### src/rkc_pkg.sv
// shared types and constants for the registration keep-alive client
`default_nettype none
package rkc_pkg;

	localparam int TIME_W = 32;
	localparam int CFG_W = 20;
	localparam int LFSR_W = 16;
	localparam int DIV_W = CFG_W + 1;
	localparam int CNT_W = $clog2(LFSR_W);
	localparam int CIDX_W = 2;
	localparam int IN_DATA_W = 8;
	localparam int OUT_DATA_W = 8;

	localparam logic [LFSR_W-1:0] LFSR_SEED = 16'hACE1;
	localparam logic [LFSR_W-1:0] LFSR_MASK = 16'hB400;

	localparam logic [CFG_W-1:0] REQ_INTERVAL_RST = 20'd1000;
	localparam logic [CFG_W-1:0] REQ_TIMEOUT_RST = 20'd10000;
	localparam logic [CFG_W-1:0] NOOP_MIN_RST = 20'd1000;
	localparam logic [CFG_W-1:0] NOOP_MAX_RST = 20'd3000;

	typedef enum logic [CIDX_W-1:0] {
		CFG_REQ_INTERVAL = 2'd0,
		CFG_REQ_TIMEOUT = 2'd1,
		CFG_NOOP_MIN = 2'd2,
		CFG_NOOP_MAX = 2'd3
	} cfg_idx_t;

	typedef enum logic [2:0] {
		REQ_TICK = 3'd0,
		REQ_REGISTER = 3'd1,
		REQ_UNREGISTER = 3'd2,
		REQ_SEND_DATA = 3'd3,
		REQ_REPLY = 3'd4
	} req_type_t;

	typedef enum logic [1:0] {
		RPL_REG_AGREE = 2'd0,
		RPL_REG_REFUSE = 2'd1,
		RPL_UNREG_OK = 2'd2,
		RPL_OTHER = 2'd3
	} reply_code_t;

	typedef enum logic [2:0] {
		SEND_NONE = 3'd0,
		SEND_REGISTER = 3'd1,
		SEND_UNREGISTER = 3'd2,
		SEND_KEEPALIVE = 3'd3,
		SEND_DATA = 3'd4
	} send_kind_t;

	typedef enum logic [2:0] {
		LS_IDLE = 3'd0,
		LS_REGING = 3'd1,
		LS_WORKING = 3'd2,
		LS_UNREGING = 3'd3,
		LS_ENDED = 3'd4,
		LS_DROPPED = 3'd5,
		LS_REFUSED = 3'd6
	} link_status_t;

	typedef enum logic [2:0] {
		FSM_IDLE,
		FSM_LOAD,
		FSM_EVAL,
		FSM_ACT,
		FSM_MODW,
		FSM_OUT
	} fsm_state_t;

	typedef struct packed {
		logic cap_in;
		logic tick_inc;
		logic eval;
		logic st_we;
		link_status_t st_nxt;
		logic start_req;
		logic last_req_we;
		logic enter_work;
		logic draw;
		logic ivl_we;
		logic out_we;
		send_kind_t send;
		logic tout;
	} rkc_cmd_t;

	typedef struct packed {
		logic [2:0] typ;
		logic [1:0] code;
		link_status_t st;
		logic r_start;
		logic r_last;
		logic r_ka;
		logic mod_done;
		logic out_free;
	} rkc_sts_t;

endpackage
`default_nettype wire

### src/registration_keepalive_client_core.sv
// top level of the registration keep-alive client
// sequence: an accepted transaction passes the controller states load, evaluate and act,
//   waits for the bit-serial remainder unit when a keep-alive is sent (it draws the
//   keep-alive interval), then is written to the output register once that is free
// no new transaction is accepted until the previous result is in the output register
// reset: arst_n clears status, clocks and intervals, seeds the lfsr, restores config defaults
`default_nettype none
module registration_keepalive_client_core
	import rkc_pkg::*;
(
	input  wire logic                  clk,
	input  wire logic                  arst_n,
	input  wire logic                  s_tvalid,
	output logic                       s_tready,
	input  wire logic [IN_DATA_W-1:0]  s_tdata,   // reply_code[1:0], zero pad
	input  wire logic [2:0]            s_tuser,   // req_type[2:0]
	output logic                       m_tvalid,
	input  wire logic                  m_tready,
	output logic [OUT_DATA_W-1:0]      m_tdata,   // status[2:0], timed_out[3], zero pad
	output logic [2:0]                 m_tuser,   // send_kind[2:0]
	input  wire logic                  cfg_valid,
	output logic                       cfg_ready,
	input  wire logic [CIDX_W-1:0]     cfg_index,
	input  wire logic [CFG_W-1:0]      cfg_data
);

	rkc_cmd_t cmd;
	rkc_sts_t sts;

	assign cfg_ready = 1'b1;

	rkc_ctrl u_ctrl (
		.clk      (clk),
		.arst_n   (arst_n),
		.s_tvalid (s_tvalid),
		.s_tready (s_tready),
		.sts      (sts),
		.cmd      (cmd)
	);

	rkc_dp u_dp (
		.clk       (clk),
		.arst_n    (arst_n),
		.cmd       (cmd),
		.sts       (sts),
		.cfg_valid (cfg_valid),
		.cfg_index (cfg_index),
		.cfg_data  (cfg_data),
		.s_tdata   (s_tdata),
		.s_tuser   (s_tuser),
		.m_tvalid  (m_tvalid),
		.m_tready  (m_tready),
		.m_tdata   (m_tdata),
		.m_tuser   (m_tuser)
	);

endmodule
`default_nettype wire

### src/rkc_mod.sv
// iterative restoring remainder unit, one dividend bit per cycle
`default_nettype none
module rkc_mod
	import rkc_pkg::*;
(
	input  wire logic              clk,
	input  wire logic              arst_n,
	input  wire logic              start,
	input  wire logic [LFSR_W-1:0] dividend,
	input  wire logic [DIV_W-1:0]  divisor,
	output logic                   done,
	output logic [CFG_W-1:0]       rem
);

	logic              busy_q;
	logic              done_q;
	logic [CNT_W-1:0]  cnt_q;
	logic [LFSR_W-1:0] dvd_q;
	logic [DIV_W-1:0]  div_q;
	logic [DIV_W-1:0]  rem_q;
	logic [DIV_W:0]    trial;
	logic [DIV_W:0]    diff;

	assign trial = {rem_q, dvd_q[LFSR_W-1]};
	assign diff = trial - {1'b0, div_q};

	always_ff @(posedge clk or negedge arst_n) begin
		if (!arst_n) begin
			busy_q <= 1'b0;
			done_q <= 1'b0;
			cnt_q <= '0;
		end else begin
			done_q <= 1'b0;
			if (start) begin
				busy_q <= 1'b1;
				cnt_q <= '0;
			end else if (busy_q) begin
				cnt_q <= cnt_q + 1'b1;
				if (cnt_q == CNT_W'(LFSR_W - 1)) begin
					busy_q <= 1'b0;
					done_q <= 1'b1;
				end
			end
		end
	end

	always_ff @(posedge clk) begin
		if (start) begin
			dvd_q <= dividend;
			div_q <= divisor;
			rem_q <= '0;
		end else if (busy_q) begin
			dvd_q <= {dvd_q[LFSR_W-2:0], 1'b0};
			if (trial >= {1'b0, div_q}) begin
				rem_q <= diff[DIV_W-1:0];
			end else begin
				rem_q <= trial[DIV_W-1:0];
			end
		end
	end

	assign done = done_q;
	assign rem = rem_q[CFG_W-1:0];

endmodule
`default_nettype wire

### src/rkc_dp.sv
// datapath: configuration, time registers, elapsed-time compares, lfsr, output register
`default_nettype none
module rkc_dp
	import rkc_pkg::*;
(
	input  wire logic                  clk,
	input  wire logic                  arst_n,
	input  wire rkc_cmd_t              cmd,
	output rkc_sts_t                   sts,
	input  wire logic                  cfg_valid,
	input  wire logic [CIDX_W-1:0]     cfg_index,
	input  wire logic [CFG_W-1:0]      cfg_data,
	input  wire logic [IN_DATA_W-1:0]  s_tdata,
	input  wire logic [2:0]            s_tuser,
	output logic                       m_tvalid,
	input  wire logic                  m_tready,
	output logic [OUT_DATA_W-1:0]      m_tdata,
	output logic [2:0]                 m_tuser
);

	logic [CFG_W-1:0]  req_interval_q, req_timeout_q, noop_min_q, noop_max_q;
	logic [2:0]        typ_q;
	logic [1:0]        code_q;
	link_status_t      status_q;
	logic [TIME_W-1:0] clock_q, req_start_q, last_req_q, last_ka_q;
	logic [CFG_W-1:0]  ka_ivl_q;
	logic [LFSR_W-1:0] lfsr_q;
	logic              r_start_q, r_last_q, r_ka_q;
	logic              m_valid_q;
	send_kind_t        m_send_q;
	link_status_t      m_status_q;
	logic              m_tout_q;

	logic [TIME_W-1:0] d_start, d_last, d_ka;
	logic [TIME_W-1:0] req_base;
	logic [LFSR_W-1:0] lfsr_nxt;
	logic              rng_rev;
	logic [DIV_W-1:0]  span;
	logic              mod_done;
	logic [CFG_W-1:0]  mod_rem;

	assign d_start = clock_q - req_start_q;
	assign d_last = clock_q - last_req_q;
	assign d_ka = clock_q - last_ka_q;
	assign req_base = clock_q - TIME_W'(req_interval_q);
	assign lfsr_nxt = {1'b0, lfsr_q[LFSR_W-1:1]} ^ (lfsr_q[0] ? LFSR_MASK : '0);
	assign rng_rev = noop_max_q < noop_min_q;
	assign span = {1'b0, noop_max_q} - {1'b0, noop_min_q} + DIV_W'(1);

	rkc_mod u_mod (
		.clk      (clk),
		.arst_n   (arst_n),
		.start    (cmd.draw),
		.dividend (lfsr_nxt),
		.divisor  (span),
		.done     (mod_done),
		.rem      (mod_rem)
	);

	always_ff @(posedge clk or negedge arst_n) begin
		if (!arst_n) begin
			req_interval_q <= REQ_INTERVAL_RST;
			req_timeout_q <= REQ_TIMEOUT_RST;
			noop_min_q <= NOOP_MIN_RST;
			noop_max_q <= NOOP_MAX_RST;
		end else if (cfg_valid) begin
			case (cfg_idx_t'(cfg_index))
				CFG_REQ_INTERVAL: req_interval_q <= cfg_data;
				CFG_REQ_TIMEOUT:  req_timeout_q <= cfg_data;
				CFG_NOOP_MIN:     noop_min_q <= cfg_data;
				CFG_NOOP_MAX:     noop_max_q <= cfg_data;
				default: ;
			endcase
		end
	end

	always_ff @(posedge clk or negedge arst_n) begin
		if (!arst_n) begin
			status_q <= LS_IDLE;
			clock_q <= '0;
			req_start_q <= '0;
			last_req_q <= '0;
			last_ka_q <= '0;
			ka_ivl_q <= '0;
			lfsr_q <= LFSR_SEED;
			m_valid_q <= 1'b0;
		end else begin
			if (cmd.tick_inc) begin
				clock_q <= clock_q + TIME_W'(1);
			end
			if (cmd.st_we) begin
				status_q <= cmd.st_nxt;
			end
			if (cmd.start_req) begin
				req_start_q <= req_base;
				last_req_q <= req_base;
			end else if (cmd.last_req_we) begin
				last_req_q <= clock_q;
			end
			if (cmd.enter_work || cmd.draw) begin
				last_ka_q <= clock_q;
			end
			if (cmd.enter_work) begin
				ka_ivl_q <= '0;
			end else if (cmd.ivl_we) begin
				ka_ivl_q <= rng_rev ? noop_min_q : noop_min_q + mod_rem;
			end
			if (cmd.draw) begin
				lfsr_q <= lfsr_nxt;
			end
			if (cmd.out_we) begin
				m_valid_q <= 1'b1;
			end else if (m_tready) begin
				m_valid_q <= 1'b0;
			end
		end
	end

	always_ff @(posedge clk) begin
		if (cmd.cap_in) begin
			typ_q <= s_tuser;
			code_q <= s_tdata[1:0];
		end
		if (cmd.eval) begin
			r_start_q <= !d_start[TIME_W-1] && (d_start >= TIME_W'(req_timeout_q));
			r_last_q <= !d_last[TIME_W-1] && (d_last >= TIME_W'(req_interval_q));
			r_ka_q <= !d_ka[TIME_W-1] && (d_ka >= TIME_W'(ka_ivl_q));
		end
		if (cmd.out_we) begin
			m_send_q <= cmd.send;
			m_status_q <= status_q;
			m_tout_q <= cmd.tout;
		end
	end

	always_comb begin
		sts.typ = typ_q;
		sts.code = code_q;
		sts.st = status_q;
		sts.r_start = r_start_q;
		sts.r_last = r_last_q;
		sts.r_ka = r_ka_q;
		sts.mod_done = mod_done;
		sts.out_free = !m_valid_q || m_tready;
	end

	assign m_tvalid = m_valid_q;
	assign m_tdata = {{(OUT_DATA_W-4){1'b0}}, m_tout_q, m_status_q};
	assign m_tuser = m_send_q;

	a_out_free: assert property (@(posedge clk) disable iff (!arst_n)
		cmd.out_we |-> (!m_valid_q || m_tready))
		else $error("result register overwritten while held");
	a_draw_working: assert property (@(posedge clk) disable iff (!arst_n)
		cmd.draw |-> status_q == LS_WORKING)
		else $error("keep-alive draw outside working status");
	a_ivl_after_draw: assert property (@(posedge clk) disable iff (!arst_n)
		cmd.ivl_we |-> mod_done)
		else $error("interval loaded without remainder");

endmodule
`default_nettype wire

### src/rkc_ctrl.sv
// controller: item sequencing and exchange decisions
`default_nettype none
module rkc_ctrl
	import rkc_pkg::*;
(
	input  wire logic     clk,
	input  wire logic     arst_n,
	input  wire logic     s_tvalid,
	output logic          s_tready,
	input  wire rkc_sts_t sts,
	output rkc_cmd_t      cmd
);

	fsm_state_t state_q, state_nxt;
	send_kind_t send_q, send_nxt;
	logic       tout_q, tout_nxt;
	logic       accept;

	assign accept = s_tvalid && s_tready;

	always_ff @(posedge clk or negedge arst_n) begin
		if (!arst_n) begin
			state_q <= FSM_IDLE;
			send_q <= SEND_NONE;
			tout_q <= 1'b0;
		end else begin
			state_q <= state_nxt;
			send_q <= send_nxt;
			tout_q <= tout_nxt;
		end
	end

	always_comb begin
		state_nxt = state_q;
		send_nxt = send_q;
		tout_nxt = tout_q;
		s_tready = 1'b0;
		cmd = '0;
		cmd.st_nxt = sts.st;
		cmd.send = send_q;
		cmd.tout = tout_q;
		case (state_q)
			FSM_IDLE: begin
				s_tready = 1'b1;
				cmd.cap_in = accept;
				if (accept) begin
					state_nxt = FSM_LOAD;
				end
			end
			FSM_LOAD: begin
				cmd.tick_inc = sts.typ == REQ_TICK;
				send_nxt = SEND_NONE;
				tout_nxt = 1'b0;
				state_nxt = FSM_EVAL;
			end
			FSM_EVAL: begin
				cmd.eval = 1'b1;
				state_nxt = FSM_ACT;
			end
			FSM_ACT: begin
				state_nxt = FSM_OUT;
				case (sts.typ)
					REQ_TICK: begin
						if (sts.st == LS_REGING || sts.st == LS_UNREGING) begin
							if (sts.r_start) begin
								cmd.st_we = 1'b1;
								cmd.st_nxt = LS_DROPPED;
								tout_nxt = 1'b1;
							end else if (sts.r_last) begin
								cmd.last_req_we = 1'b1;
								send_nxt = (sts.st == LS_REGING) ? SEND_REGISTER
									: SEND_UNREGISTER;
							end
						end else if (sts.st == LS_WORKING && sts.r_ka) begin
							send_nxt = SEND_KEEPALIVE;
							cmd.draw = 1'b1;
							state_nxt = FSM_MODW;
						end
					end
					REQ_REGISTER: begin
						cmd.start_req = 1'b1;
						cmd.st_we = 1'b1;
						cmd.st_nxt = LS_REGING;
					end
					REQ_UNREGISTER: begin
						cmd.st_we = 1'b1;
						if (sts.st == LS_WORKING) begin
							cmd.start_req = 1'b1;
							cmd.st_nxt = LS_UNREGING;
						end else begin
							cmd.st_nxt = LS_ENDED;
						end
					end
					REQ_SEND_DATA: begin
						if (sts.st == LS_WORKING) begin
							send_nxt = SEND_DATA;
						end
					end
					REQ_REPLY: begin
						if (sts.st == LS_REGING) begin
							if (sts.code == RPL_REG_AGREE) begin
								cmd.enter_work = 1'b1;
								cmd.st_we = 1'b1;
								cmd.st_nxt = LS_WORKING;
							end else if (sts.code == RPL_REG_REFUSE) begin
								cmd.st_we = 1'b1;
								cmd.st_nxt = LS_REFUSED;
							end
						end else if (sts.st == LS_UNREGING && sts.code == RPL_UNREG_OK) begin
							cmd.st_we = 1'b1;
							cmd.st_nxt = LS_ENDED;
						end
					end
					default: ;
				endcase
			end
			FSM_MODW: begin
				if (sts.mod_done) begin
					cmd.ivl_we = 1'b1;
					state_nxt = FSM_OUT;
				end
			end
			FSM_OUT: begin
				if (sts.out_free) begin
					cmd.out_we = 1'b1;
					state_nxt = FSM_IDLE;
				end
			end
			default: state_nxt = FSM_IDLE;
		endcase
	end

	a_accept_load: assert property (@(posedge clk) disable iff (!arst_n)
		accept |=> state_q == FSM_LOAD)
		else $error("accepted transaction not taken into processing");
	a_draw_wait: assert property (@(posedge clk) disable iff (!arst_n)
		cmd.draw |=> state_q == FSM_MODW)
		else $error("keep-alive draw without remainder wait");
	a_mod_done_state: assert property (@(posedge clk) disable iff (!arst_n)
		sts.mod_done |-> state_q == FSM_MODW)
		else $error("remainder finished outside its wait state");

endmodule
`default_nettype wire

### config.mk
export PLATFORM = sky130hd
export DESIGN_NAME = registration_keepalive_client_core
export DESIGN_NICKNAME = d
export VERILOG_FILES = /design/src/rkc_pkg.sv /design/src/registration_keepalive_client_core.sv /design/src/rkc_mod.sv /design/src/rkc_dp.sv /design/src/rkc_ctrl.sv
export SDC_FILE = /design/constraint.sdc
export NUM_CORES = 1
export LEC_CHECK = 0
export BUFFER_PORTS_ARGS = -buffer_cell sky130_fd_sc_hd__buf_4
export CAP_MARGIN = 20
export CORE_ASPECT_RATIO = 1.5
export CORE_MARGIN = 2
export CORE_UTILIZATION = 50
export CTS_CLUSTER_SIZE = 16
export DETAILED_ROUTE_END_ITERATION = 7
export HOLD_SLACK_MARGIN = 0.1
export PLACE_DENSITY = 0.77
export SLEW_MARGIN = 20
export SYNTH_ARGS = -nofsm -noshare
export SYNTH_HDL_FRONTEND = slang
export SYNTH_HIERARCHICAL = 1
export SYNTH_SLANG_ARGS = --single-unit
export TNS_END_PERCENT = 50
### constraint.sdc
create_clock -name clk -period 14 [get_ports clk]
set_input_delay 0.7 -clock clk [delete_from_list [all_inputs] [get_ports clk]]
set_output_delay 0.7 -clock clk [all_outputs]
set_load 0.01 [all_outputs]
==> results.md <==
- Die Span Y: around 280 um
- P_leak: approximately 13 nW
- Number of port buffers: 40
- Core Util, Final: approximately 54%
- Clock-pin slew on the worst setup and hold paths: ~70 ps
- Overall Global Routing Usage: 23.53%
- Peak supply drop: a little over 0.09 mV
- GPL Wtd Cong: 0.9002
- Power Density: between 90 and 100 nW/um^2
- FF-to-FF Start: u_dp/clock_q[0]
- Routed WL: roughly 62 mm
- Final min period: between 5000 and 6000 ps
- Worst Max-Slew Pin Slew: 1086 ps
- Hold Crit Class: input port to async pin
- H-tree levels: 2
- CTS tree: yes
- Arrival @ worst endpoint: approximately 6000 ps
- Core Area: 50,300 um^2
- Crit end category: flip-flop
- Layout cells sized above 1: a little under an eighth
- Worst hold margin: between 200 and 300 ps
- Seq/Total Area, Yosys: about 34%
- Dominant synthesized flop cell: dfrtp_1
- Area grow syn2layout: 7.275%
- Setup TNS: 0 ps
- Clock tree buffer depth: 3
- Max frequency: between 150 and 200 MHz
- Post-placement cell count: between 3,000 and 4,000
- FP Rows: a little over 100
- Final ANT Viol Nets: 0
- PnR worst setup slack: ~8300 ps
- Final clock skew: approximately 26 ps
- DR pass1 iterations: 5
- Final cell count without fillers: roughly 3,500
- R2R cell count: 22
- Reg-to-Reg End: u_dp/r_ka_q
- Vias in the first global route: around 21,000
- Setup slack, reg-to-reg: a little over 8000 ps
- I/O pins: 52
- Largest net degree at the start of global routing: ~140
- Setup-failing EPs final: 0
- N_diodes: 0
- Synthesized area: ~25,000 um^2
- Avg Vias per Cell: between 5 and 6
- CTS Root Cell: clkbuf_16
- Remaining Overflow, GRT: 0
- Tcrit/Tclk final: 41.02%
- Yosys cell types: roughly 110
- Die Width: approximately 190 um
- DP HPWL: between 40 and 50 mm
- Status: finished clean
- WP data required: around 14,000 ps
- Die area: between 50,000 and 60,000 um^2
- CP Launch Type: flip-flop
- Inserted Clock Buffers: 34
- Mapped Cells: 2,791
- Mapped Avg Cell Area: about 9.1 um^2
- DRC Markers: 0
- Initial Utilization: 50.30%
- Layout Nets: between 3,000 and 4,000
- Max-cap viol count: 0
- Crit-path max FO: 6
- Asr flop ratio synth: between 70% and 80%
- Clock Sinks: around 330
- Flops & latches, synth: between 300 and 400
- Power Total: about 2.5 mW
- Fin. max-slew vios: 0
- DR iter-0 viols: slightly above 1,000
- Drt wl/cell: 18.02 um
- Critical path class: flip-flop to flip-flop
- Postcts setup bufs: 0
- Design area: about 27,000 um^2
- Placed cell area: between 20,000 and 30,000 um^2
- EDFF count, synth: between 50 and 60
- Worst slack at placement: roughly 8400 ps
- Hold buffer count at cts: 0
- Worst skew pair latency: about 530 ps
- Relative slew slack: ~27%
- Antenna violations before repair: 1
- Via count: ~20,000
- Final Hold Fails: 0
- RSZ-0062 raised after global routing: false
- Yosys warning total: 6
- First-pass GRT wire length: a little over 100 mm
- Post-CTS Resized: 0
==> sequential cells by signal, summed over array words and instances (netlist names), 2 cells and up <==
name and count:
u_ctrl/send_q 3, u_ctrl/state_q 3, u_dp/clock_q 32, u_dp/code_q 2
u_dp/ka_ivl_q 20, u_dp/last_ka_q 32, u_dp/last_req_q 32, u_dp/lfsr_q 16
u_dp/m_status_q 3, u_dp/m_tuser 3, u_dp/noop_max_q 20, u_dp/noop_min_q 20
u_dp/req_interval_q 20, u_dp/req_start_q 32, u_dp/req_timeout_q 20, u_dp/status_q 3
u_dp/typ_q 3, u_dp/u_mod/cnt_q 4, u_dp/u_mod/div_q 21, u_dp/u_mod/dvd_q 16
u_dp/u_mod/rem_q 21
==> Yosys cell counts, types with 5 or more instances <==
master     count  share of area, %
o21a_1        33              0.98
buf_1          5             0.074
nand4_1       30              0.74
dfstp_2       32               3.3
and3_1        17              0.42
nand2_1      162               2.4
a21oi_1      233               4.6
o31ai_1       15              0.45
dfxtp_1       21               1.7
o221ai_1       7              0.24
edfxtp_1      52               6.2
a211o_1       10              0.35
a211oi_1      65               1.9
nor2b_1       24              0.59
nor3_1        60               1.2
a2111oi_0      8              0.28
o211ai_1      21              0.62
o21ai_0      154               3.0
a31oi_1       21              0.52
a311oi_1       8              0.28
dfrtp_1      229                23
nand3_1       63               1.2
ha_1         256                13
o2111ai_1      7              0.24
o31a_1        10              0.35
or3_1         19              0.47
xor2_1        55               1.9
nor2_1       192               2.8
xnor2_1      113               3.9
fa_1          16               1.3
nand2b_1      33              0.82
mux2_2       123               5.5
buf_4         34               1.0
nor4_1        10              0.25
nor3b_1        9              0.27
mux2i_1       39               1.5
clkbuf_1      77               1.1
a21o_1        56               1.7
and2_1        11              0.27
nand3b_1      13              0.39
inv_1        290               4.3
o21bai_1      26              0.77
or2_2         11              0.27
o22ai_1        6              0.15
==> routing by layer <==
layer / GRT usage, % / vias up / wire length, um
met3: 1.691 / 190 / 1802
met2: 45.69 / 502 / 33150
li1: - / 9848 / -
met1: 24.49 / 9825 / 23540
met4: 14.31 / 0 / 3689
met5: 0 / - / 0
==> power by group <==
group	internal (mW)	switching [mW]	leakage, nW
registers	1.05	0.0310	4.02
clock network	0.544	0.394	0.563
logic	0.210	0.289	7.92
total	1.81	0.714	12.5
==> kinds of logic (layout without fill, tap and decap cells) <==
family,Yosys count,count (layout),share of synthesized area (%)
xor gates and xnor gates,168,168,5.816
adders and majority gates,273,273,13.97
and+or+nand+nor,683,683,13.22
muxes,162,162,7.018
AOI/OAI and AO/OA,753,753,19.32
DFF,334,334,33.81
buffers and inverters,416,405,6.815
other,2,5,0.02968
==> how the worst max path moves through the flow <==
stage | from | to | slack, ps | depth (start not counted)
2_1_floorplan | u_dp/clock_q[0] | u_dp/r_ka_q | 9590 | 22
6_report | u_dp/clock_q[0] | u_dp/r_ka_q | 8260 | 22
3_5_place_dp | u_dp/clock_q[0] | u_dp/r_ka_q | 8390 | 22
4_1_cts | u_dp/clock_q[0] | u_dp/r_ka_q | 8280 | 22
5_1_grt | u_dp/clock_q[0] | u_dp/r_ka_q | 7990 | 22
3_3_place_gp | u_dp/clock_q[0] | u_dp/r_last_q | 8540 | 20
==> worst max-delay path, stage by stage (launching register included) <==
cell       delay [ps]
dfrtp_1           450
inv_1             230
ha_1              210
inv_1              60
fa_1              430
a211oi_1          460
o21a_1            260
o31ai_1           140
a31oi_1           290
o21bai_1           90
a21oi_1           220
o21bai_1          100
a21oi_1           200
xnor2_1           150
ha_1              260
nand4_1           160
o22ai_1           110
a211oi_1          260
o2111ai_1         160
a311oi_1          260
o2111ai_1         230
a2111oi_0         570
a211oi_1          160
==> cell type report <==
class                   count  area, um^2
flip-flops and latches    334        8553
fillers                  4489       23160
well taps                 669       837.1
multi-input cells        2044       15090
clock inverters            19       197.7
clock buffers              42       952.2
repair buffers             52       414.1
inverters                 292        1096
==> layout by cell type (no fill, tap or decap), types with 13 or more instances in the layout <==
cell,instances
clkbuf_16,35
inv_1,290
a21o_1,56
ha_1,256
o21ai_0,154
mux2i_1,39
nand2b_1,33
a31oi_1,21
fa_1,16
o211ai_1,21
a21oi_1,233
o31ai_1,15
nand2_1,162
o21bai_1,26
dfxtp_1,21
nor3_1,59
nand3_1,62
edfxtp_1,52
or3_1,19
nor2_1,190
dfrtp_1,229
dfstp_2,32
nand4_1,30
mux2_2,123
buf_4,49
nand3b_1,13
a211oi_1,64
o21a_1,33
nor2b_1,24
xnor2_1,113
and3_1,17
xor2_1,55
Note: power is estimated with default switching activity, not from simulation.
